$ cat src/hdl/sit_pkg.sv
// ============================================================================
// sit_pkg: shared types for the sorted insert table
// Command codes, fixed result field widths and the per-cell control word.
// ============================================================================
package sit_pkg;

    localparam int VALUE_W = 32;
    localparam int CMD_W   = 2;
    localparam int INDEX_W = 4;
    localparam int TOTAL_W = 5;

    typedef enum logic [CMD_W-1:0] {
        CMD_INSERT = 2'd0,
        CMD_DUMP   = 2'd1,
        CMD_CLEAR  = 2'd2
    } cmd_t;

    typedef enum logic [1:0] {
        CELL_HOLD,
        CELL_INSERT,
        CELL_ROTATE
    } cell_op_t;

    typedef struct packed {
        cell_op_t                   op;
        logic signed [VALUE_W-1:0]  new_value;
    } cell_ctl_t;

endpackage

$ cat src/hdl/sit_if.sv
// ============================================================================
// sit_if: valid/ready channels of the sorted insert table
// Command channel and result channel, each with source and sink modports.
// ============================================================================
interface sit_cmd_if;
    logic                                 valid;
    logic                                 ready;
    logic [sit_pkg::CMD_W-1:0]            command;
    logic signed [sit_pkg::VALUE_W-1:0]   new_value;

    modport source (output valid, output command, output new_value, input ready);
    modport sink   (input valid, input command, input new_value, output ready);
endinterface

interface sit_rsp_if;
    logic                                 valid;
    logic                                 ready;
    logic signed [sit_pkg::VALUE_W-1:0]   result_value;
    logic [sit_pkg::INDEX_W-1:0]          result_index;
    logic [sit_pkg::TOTAL_W-1:0]          entry_total;
    logic                                 dropped;
    logic                                 last_of_run;

    modport source (output valid, output result_value, output result_index,
                    output entry_total, output dropped, output last_of_run,
                    input ready);
    modport sink   (input valid, input result_value, input result_index,
                    input entry_total, input dropped, input last_of_run,
                    output ready);
endinterface

$ cat src/hdl/sorted_insert_table.sv
// ============================================================================
// sorted_insert_table: ascending table of signed 32-bit values
// Row of compare-and-shift cells with a small command sequencer.
// ============================================================================
// An insert or clear is accepted and its single result word is registered;
// a new command is taken as soon as the result register is empty or being
// drained. A dump gives count words, or one word for an empty table; for a
// filled table it first enters the dump state, then streams one word per
// cycle while the result register can load, by rotating the occupied cells
// past slot 0; the command channel is held off until the last word is
// loaded. Inserts into a full table are refused with dropped set. Equal
// values keep arrival order. Command code 3 is accepted and ignored.
module sorted_insert_table #(
    parameter int TABLE_DEPTH = 16
) (
    input  logic               clk,
    input  logic               rst_n,
    sit_cmd_if.sink            in_ch,
    sit_rsp_if.source          out_ch
);

    localparam int CW = $clog2(TABLE_DEPTH + 1);
    localparam int VW = sit_pkg::VALUE_W;
    localparam int IW = sit_pkg::INDEX_W;
    localparam int TW = sit_pkg::TOTAL_W;
    localparam logic [CW-1:0] DEPTH_C = CW'(TABLE_DEPTH);

    typedef enum logic {S_IDLE, S_DUMP} state_t;

    state_t                 state_reg, state_next;
    logic [CW-1:0]          count_reg, count_next;
    logic [CW-1:0]          dump_idx_reg, dump_idx_next;
    logic                   out_valid_reg, out_valid_next;
    logic signed [VW-1:0]   out_value_reg, out_value_next;
    logic [IW-1:0]          out_index_reg, out_index_next;
    logic [TW-1:0]          out_total_reg, out_total_next;
    logic                   out_drop_reg, out_drop_next;
    logic                   out_last_reg, out_last_next;

    logic                   can_load;
    logic                   accept;
    logic                   full;
    logic [CW-1:0]          ins_pos;
    logic signed [VW-1:0]   ins_min;
    sit_pkg::cell_ctl_t     ctl;

    logic signed [VW-1:0]   cell_val   [TABLE_DEPTH];
    logic signed [VW-1:0]   cell_left  [TABLE_DEPTH];
    logic signed [VW-1:0]   cell_right [TABLE_DEPTH];
    logic                   cell_lgt   [TABLE_DEPTH];
    logic [TABLE_DEPTH-1:0] cell_gt;
    logic [TABLE_DEPTH-1:0] cell_take;

    assign can_load    = !out_valid_reg || out_ch.ready;
    assign in_ch.ready = (state_reg == S_IDLE) && can_load;
    assign accept      = in_ch.valid && in_ch.ready;
    assign full        = count_reg >= DEPTH_C;

    genvar g;
    generate
        for (g = 0; g < TABLE_DEPTH; g++)
        begin : g_cell
            if (g == 0)
            begin : g_head
                assign cell_left[g] = cell_val[g];
                assign cell_lgt[g]  = 1'b0;
            end
            else
            begin : g_body
                assign cell_left[g] = cell_val[g-1];
                assign cell_lgt[g]  = cell_gt[g-1];
            end
            if (g == TABLE_DEPTH - 1)
            begin : g_tail
                assign cell_right[g] = cell_val[g];
            end
            else
            begin : g_mid
                assign cell_right[g] = cell_val[g+1];
            end

            sit_cell #(
                .IDX (g),
                .CW  (CW)
            ) u_cell (
                .clk         (clk),
                .ctl         (ctl),
                .count       (count_reg),
                .left_value  (cell_left[g]),
                .left_gt     (cell_lgt[g]),
                .right_value (cell_right[g]),
                .first_value (cell_val[0]),
                .value       (cell_val[g]),
                .gt          (cell_gt[g]),
                .take_new    (cell_take[g])
            );
        end
    endgenerate

    // exactly one cell takes the new value; encode its position
    always_comb
    begin
        ins_pos = '0;
        for (int i = 0; i < TABLE_DEPTH; i++)
        begin
            if (cell_take[i])
            begin
                ins_pos = ins_pos | CW'(i);
            end
        end
    end

    assign ins_min = ((count_reg == '0) || cell_gt[0]) ? in_ch.new_value : cell_val[0];

    always_comb
    begin
        ctl.new_value  = in_ch.new_value;
        ctl.op         = sit_pkg::CELL_HOLD;
        state_next     = state_reg;
        count_next     = count_reg;
        dump_idx_next  = dump_idx_reg;
        out_valid_next = out_valid_reg && !out_ch.ready;
        out_value_next = out_value_reg;
        out_index_next = out_index_reg;
        out_total_next = out_total_reg;
        out_drop_next  = out_drop_reg;
        out_last_next  = out_last_reg;

        case (state_reg)
            S_IDLE:
            begin
                if (accept)
                begin
                    case (in_ch.command)
                        sit_pkg::CMD_INSERT:
                        begin
                            out_valid_next = 1'b1;
                            out_last_next  = 1'b1;
                            if (full)
                            begin
                                out_value_next = cell_val[0];
                                out_index_next = '0;
                                out_total_next = TW'(count_reg);
                                out_drop_next  = 1'b1;
                            end
                            else
                            begin
                                ctl.op         = sit_pkg::CELL_INSERT;
                                count_next     = count_reg + 1'b1;
                                out_value_next = ins_min;
                                out_index_next = IW'(ins_pos);
                                out_total_next = TW'(count_reg + 1'b1);
                                out_drop_next  = 1'b0;
                            end
                        end
                        sit_pkg::CMD_DUMP:
                        begin
                            if (count_reg == '0)
                            begin
                                out_valid_next = 1'b1;
                                out_value_next = '0;
                                out_index_next = '0;
                                out_total_next = '0;
                                out_drop_next  = 1'b0;
                                out_last_next  = 1'b1;
                            end
                            else
                            begin
                                state_next    = S_DUMP;
                                dump_idx_next = '0;
                            end
                        end
                        sit_pkg::CMD_CLEAR:
                        begin
                            count_next     = '0;
                            out_valid_next = 1'b1;
                            out_value_next = '0;
                            out_index_next = '0;
                            out_total_next = '0;
                            out_drop_next  = 1'b0;
                            out_last_next  = 1'b1;
                        end
                        default:
                        begin
                            count_next = count_reg;
                        end
                    endcase
                end
            end
            S_DUMP:
            begin
                if (can_load)
                begin
                    // slot 0 always holds the entry at dump_idx while rotating
                    ctl.op         = sit_pkg::CELL_ROTATE;
                    out_valid_next = 1'b1;
                    out_value_next = cell_val[0];
                    out_index_next = IW'(dump_idx_reg);
                    out_total_next = TW'(count_reg);
                    out_drop_next  = 1'b0;
                    out_last_next  = (dump_idx_reg + 1'b1) == count_reg;
                    dump_idx_next  = dump_idx_reg + 1'b1;
                    if ((dump_idx_reg + 1'b1) == count_reg)
                    begin
                        state_next = S_IDLE;
                    end
                end
            end
            default:
            begin
                state_next = S_IDLE;
            end
        endcase
    end

    always_ff @(posedge clk or negedge rst_n)
    begin
        if (!rst_n)
        begin
            state_reg     <= S_IDLE;
            count_reg     <= '0;
            dump_idx_reg  <= '0;
            out_valid_reg <= 1'b0;
        end
        else
        begin
            state_reg     <= state_next;
            count_reg     <= count_next;
            dump_idx_reg  <= dump_idx_next;
            out_valid_reg <= out_valid_next;
        end
    end

    always_ff @(posedge clk)
    begin
        out_value_reg <= out_value_next;
        out_index_reg <= out_index_next;
        out_total_reg <= out_total_next;
        out_drop_reg  <= out_drop_next;
        out_last_reg  <= out_last_next;
    end

    assign out_ch.valid        = out_valid_reg;
    assign out_ch.result_value = out_value_reg;
    assign out_ch.result_index = out_index_reg;
    assign out_ch.entry_total  = out_total_reg;
    assign out_ch.dropped      = out_drop_reg;
    assign out_ch.last_of_run  = out_last_reg;

endmodule

$ cat src/hdl/sit_cell.sv
// ============================================================================
// sit_cell: one slot of the sorted chain
// Compares its entry against the incoming value, shifts up from its left
// neighbor on insert and takes its right neighbor's entry on rotate.
// ============================================================================
module sit_cell #(
    parameter int IDX = 0,
    parameter int CW  = 5
) (
    input  logic                                clk,
    input  sit_pkg::cell_ctl_t                  ctl,
    input  logic [CW-1:0]                       count,
    input  logic signed [sit_pkg::VALUE_W-1:0]  left_value,
    input  logic                                left_gt,
    input  logic signed [sit_pkg::VALUE_W-1:0]  right_value,
    input  logic signed [sit_pkg::VALUE_W-1:0]  first_value,
    output logic signed [sit_pkg::VALUE_W-1:0]  value,
    output logic                                gt,
    output logic                                take_new
);

    localparam logic [CW-1:0] IDX_C  = CW'(IDX);
    localparam logic [CW-1:0] NEXT_C = CW'(IDX + 1);

    logic signed [sit_pkg::VALUE_W-1:0] val_reg;
    logic signed [sit_pkg::VALUE_W-1:0] val_next;
    logic                               occupied;
    logic                               at_end;
    logic                               moves;

    assign occupied = IDX_C < count;
    assign at_end   = IDX_C == count;
    assign gt       = occupied && (val_reg > ctl.new_value);
    // slot changes on insert if it sits at or past the insert point
    assign moves    = gt || at_end;
    assign take_new = (ctl.op == sit_pkg::CELL_INSERT) && moves && !left_gt;

    always_comb
    begin
        val_next = val_reg;
        case (ctl.op)
            sit_pkg::CELL_INSERT:
            begin
                if (moves)
                begin
                    val_next = left_gt ? left_value : ctl.new_value;
                end
            end
            sit_pkg::CELL_ROTATE:
            begin
                // rotate the occupied run left by one; head wraps to the tail
                if (NEXT_C < count)
                begin
                    val_next = right_value;
                end
                else if (NEXT_C == count)
                begin
                    val_next = first_value;
                end
            end
            default:
            begin
                val_next = val_reg;
            end
        endcase
    end

    always_ff @(posedge clk)
    begin
        val_reg <= val_next;
    end

    assign value = val_reg;

endmodule

$ cat src/flat_wrapper.sv
// flat-port wrapper written by rule: the top's interface ports become plain ports
module sorted_insert_table_flat 
#(
    parameter int TABLE_DEPTH = 16
)
  (clk, rst_n, in_ch_valid, in_ch_command, in_ch_new_value, in_ch_ready, out_ch_valid, out_ch_result_value, out_ch_result_index, out_ch_entry_total, out_ch_dropped, out_ch_last_of_run, out_ch_ready);
  sit_cmd_if in_ch_i ();
  sit_rsp_if out_ch_i ();
  input  logic clk;
  input  logic rst_n;
  input wire logic [$bits(in_ch_i.valid)-1:0] in_ch_valid;
  input wire logic [$bits(in_ch_i.command)-1:0] in_ch_command;
  input wire logic [$bits(in_ch_i.new_value)-1:0] in_ch_new_value;
  output wire logic [$bits(in_ch_i.ready)-1:0] in_ch_ready;
  output wire logic [$bits(out_ch_i.valid)-1:0] out_ch_valid;
  output wire logic [$bits(out_ch_i.result_value)-1:0] out_ch_result_value;
  output wire logic [$bits(out_ch_i.result_index)-1:0] out_ch_result_index;
  output wire logic [$bits(out_ch_i.entry_total)-1:0] out_ch_entry_total;
  output wire logic [$bits(out_ch_i.dropped)-1:0] out_ch_dropped;
  output wire logic [$bits(out_ch_i.last_of_run)-1:0] out_ch_last_of_run;
  input wire logic [$bits(out_ch_i.ready)-1:0] out_ch_ready;
  assign in_ch_i.valid = in_ch_valid;
  assign in_ch_i.command = in_ch_command;
  assign in_ch_i.new_value = in_ch_new_value;
  assign in_ch_ready = in_ch_i.ready;
  assign out_ch_valid = out_ch_i.valid;
  assign out_ch_result_value = out_ch_i.result_value;
  assign out_ch_result_index = out_ch_i.result_index;
  assign out_ch_entry_total = out_ch_i.entry_total;
  assign out_ch_dropped = out_ch_i.dropped;
  assign out_ch_last_of_run = out_ch_i.last_of_run;
  assign out_ch_i.ready = out_ch_ready;
  sorted_insert_table #(.TABLE_DEPTH(TABLE_DEPTH)) u_core (.clk(clk), .rst_n(rst_n), .in_ch(in_ch_i), .out_ch(out_ch_i));
endmodule
$ cat config.mk
export PLATFORM = sky130hd
export DESIGN_NAME = sorted_insert_table_flat
export DESIGN_NICKNAME = d
export VERILOG_FILES = /design/src/hdl/sit_pkg.sv /design/src/hdl/sit_if.sv /design/src/hdl/sorted_insert_table.sv /design/src/hdl/sit_cell.sv /design/src/flat_wrapper.sv
export SDC_FILE = /design/constraint.sdc
export NUM_CORES = 2
export LEC_CHECK = 0
export BUFFER_PORTS_ARGS = -buffer_cell sky130_fd_sc_hd__buf_2
export CELL_PAD_IN_SITES_DETAIL_PLACEMENT = 0
export CELL_PAD_IN_SITES_GLOBAL_PLACEMENT = 1
export CORE_MARGIN = 2
export CORE_UTILIZATION = 51
export DETAILED_ROUTE_END_ITERATION = 7
export GPL_TIMING_DRIVEN = 0
export PLACE_DENSITY = 0.83
export SLEW_MARGIN = 20
export SYNTH_ARGS = -nofsm -noshare
export SYNTH_HDL_FRONTEND = slang
export SYNTH_SLANG_ARGS = --single-unit
$ cat constraint.sdc
create_clock -name clk -period 7.4 [get_ports clk]
set_clock_uncertainty 0.15 [all_clocks]
set_input_delay 1.11 -clock clk [delete_from_list [all_inputs] [get_ports clk]]
set_output_delay 1.11 -clock clk [all_outputs]
set_load 0.02 [all_outputs]
==> flow_summary.toml <==
[worst_setup_path]
cp.required_ns = 7.59
r2r_cells = 15
r2r-end = "u_core.out_ch.result_value[1]"
reg2reg_from = "u_core.g_cell[0].u_cell.value[0]"
arrival_ns = 7.33
path_cells = "clkbuf_1, inv_1, ha_1, nand4_1, nor3b_1, a21bo_2, o211ai_1, a21oi_1, xnor2_1, a311oi_1, buf_2, buf_4, nor2_1, a221oi_4, buf_6"
crit_type = "in2reg"
cp_slowest_stage_delay_ns = 0.83
cp_max_fo = 17
r2r_slack_ns = 1.80
start_kind = "input pin"
endpoint_kind = "flop"
critPathSlowestCell = "inv_1"

[global_route]
grt_pass1_vias = 39550
busiest_layer = "met2"
grt.met2_usage = 0.6164
grt_pass1_wl_mm = 271.8
met1_usage = 0.5875
track_usage = 0.4149
antenna_found_initial = 8
gr-total-overflow = 0
grt_max_degree = 24
use_met3 = 0.08054

[synth]
syn_inst = 4722
yosys.cell_count.top_type = "a21oi_1"
avgSynthCellArea_um2 = 9.567
synthTopCellsByArea = "edfxtp_1, ha_1, mux2i_1"
yosys.area.top_type = "edfxtp_1"
synth_commonest_cells = "a21oi_1, edfxtp_1, ha_1, nand2_1, mux2i_1"
yosysSeqAreaShare = 0.3756
synth_area_um2 = 45180
synth_edf_count = 555
synth_nets = 5281
yosysWarnings = 0
synthArstFlopShare = 0.02116
ys.flop_type = "edfxtp_1"
synth_seq_cells = 567
yosys.area.top_type_share = 0.3689
synth_cell_types = 80

[clocking]
clockBufferDepth = 3
tritoncts = "done"
insertion_delay_ns = 0.66
clk_pin_slew_ns = 0.06
clock-root-buffer = "clkbuf_16"
ctsHoldBuffers = 0
clock-sinks = 567
cts_buffers = 71
ctsHtreeMaxLevel = 3

[sta]
tightest_slew_ns = 1.353
period_share = 0.9644
relSlewSlack = 0.09789
setup_viol = 0
grt_setup_unrepaired = "no"
max_freq_ghz = 0.1401
drv_slew = 0
final.min_clock_period_ns = 7.137
fin_tns_setup_ns = 0
hold_violations = 0

[cells_and_area]
layout-drive-gt1-share = 0.08472
syn_to_final_growth_pct = 10.42
design_area_um2 = 49880
multi_input_area_um2 = 26360
instances_no_fill = 6106
utilization = 0.5662
largest_register_ffs = 512
fill_cells = 8049
nets = 5438
regArea_um2 = 16970

[drt]
wire_per_inst_um = 31.53
vias_per_cell = 6.845
antenna_left = 0
wl_mm = 192.5
vias = 41790
first_iter_violations = 6320
post-route-drc-count = 0
first_pass_iters = 6

[status]
status = "finished clean"

[power_and_ir_drop]
power_mw = 21.67
ir_drop_mv = 0.2736
power_density_nw_per_um2 = 434.5
leakage_nw = 19.76

[floorplanning]
rows = 109
core_area_um2 = 88100
fp.dieH_um = 301.6
fp.dieW_um = 301.6
fp.dieArea_um2 = 90980
start_util = 0.5128
io_pins = 83

[place]
dp.cells = 5971
port_buffers = 51
dp_hpwl_mm = 156.7
place_congestion = 1.017
placed_cell_area_um2 = 47640

[run]
max-cap-violations = 0

[hold_path]
hp-class = "in2async"
worst max-delay path, delay by kind of cell:
kind                     cells  cell delay [ns]
AO/OA/AOI/OAI                5             2.09
XOR/XNOR                     1             0.14
adder cells (fa/ha/maj)      1             0.60
buffers and inverters        5             2.47
AND/OR/NAND/NOR              3             0.89
through the flow:
stage,hold WS [ns],setup slack (ns)
floorplan,0.3172,0.6095
global placement,0.3446,-3.895
detailed placement,0.3550,0.008839
CTS,0.2024,0.6775
global route,0.2325,0.2141
finish,0.2069,0.2633
report_power, final:
part           internal, mW  switching (mW)
clock                  1.98            1.51
sequential             5.74            1.28
combinational          3.86            7.30
cells in the final DEF, fill, tap and decap left out, types with 106 or more instances in the layout:
master and n:
edfxtp_1 555, a21oi_1 623, a211oi_1 298, ha_1 521, mux2i_1 317, nor2b_1 268
nor2_1 282, clkbuf_1 292, nand2_1 429, a31oi_1 106, o21ai_0 161
worst max path at each step:
stage	from	endpoint	slack, ns	cells after the start
after floorplan	in_ch_new_value[5]	u_core.g_cell[2].u_cell.value[0]	0.61	13
after global placement	in_ch_new_value[15]	u_core.g_cell[8].u_cell.value[26]	-3.90	14
after detailed placement	in_ch_new_value[15]	u_core.g_cell[8].u_cell.value[26]	0.009	15
after CTS	in_ch_new_value[15]	u_core.g_cell[8].u_cell.value[29]	0.68	15
after global routing	in_ch_new_value[5]	u_core.g_cell[8].u_cell.value[29]	0.21	15
final	in_ch_new_value[15]	u_core.g_cell[8].u_cell.value[29]	0.26	15
layout make-up:
type | instances | area share
multi-input cells | 3669 | 0.5284
clock buffers | 90 | 0.03870
plain buffers | 388 | 0.03471
repair buffers | 84 | 0.01515
clock inverters | 38 | 0.005844
well taps | 1165 | 0.02922
diodes | 7 | 0.0003512
flip-flops and latches | 567 | 0.3401
inverters | 98 | 0.007450
what timing repair did:
item,in CTS,in global routing
endpoints found under the setup margin,0,23
buffers inserted,0,0
gates resized for setup,0,1
cell families (layout without fill, tap and decap cells):
kind of cell,Yosys count,in the layout,synth area share
AO/OA/AOI/OAI,1483,1483,0.2046
AND/OR/NAND/NOR,1237,1237,0.1318
flip-flops,567,567,0.3756
adder cells (fa/ha/maj),521,521,0.1443
buffers and inverters,486,698,0.04633
multiplexers,414,414,0.09475
XOR/XNOR,14,14,0.002714
other,0,7,0
metal layers:
metal  up-vias  routed length, um
met2      2827              81650
met5         -                 26
met3       442              22030
met4         4               9024
met1     20260              79800
li1      18260                  -
No activity file was read; power rests on OpenSTA's default activity.
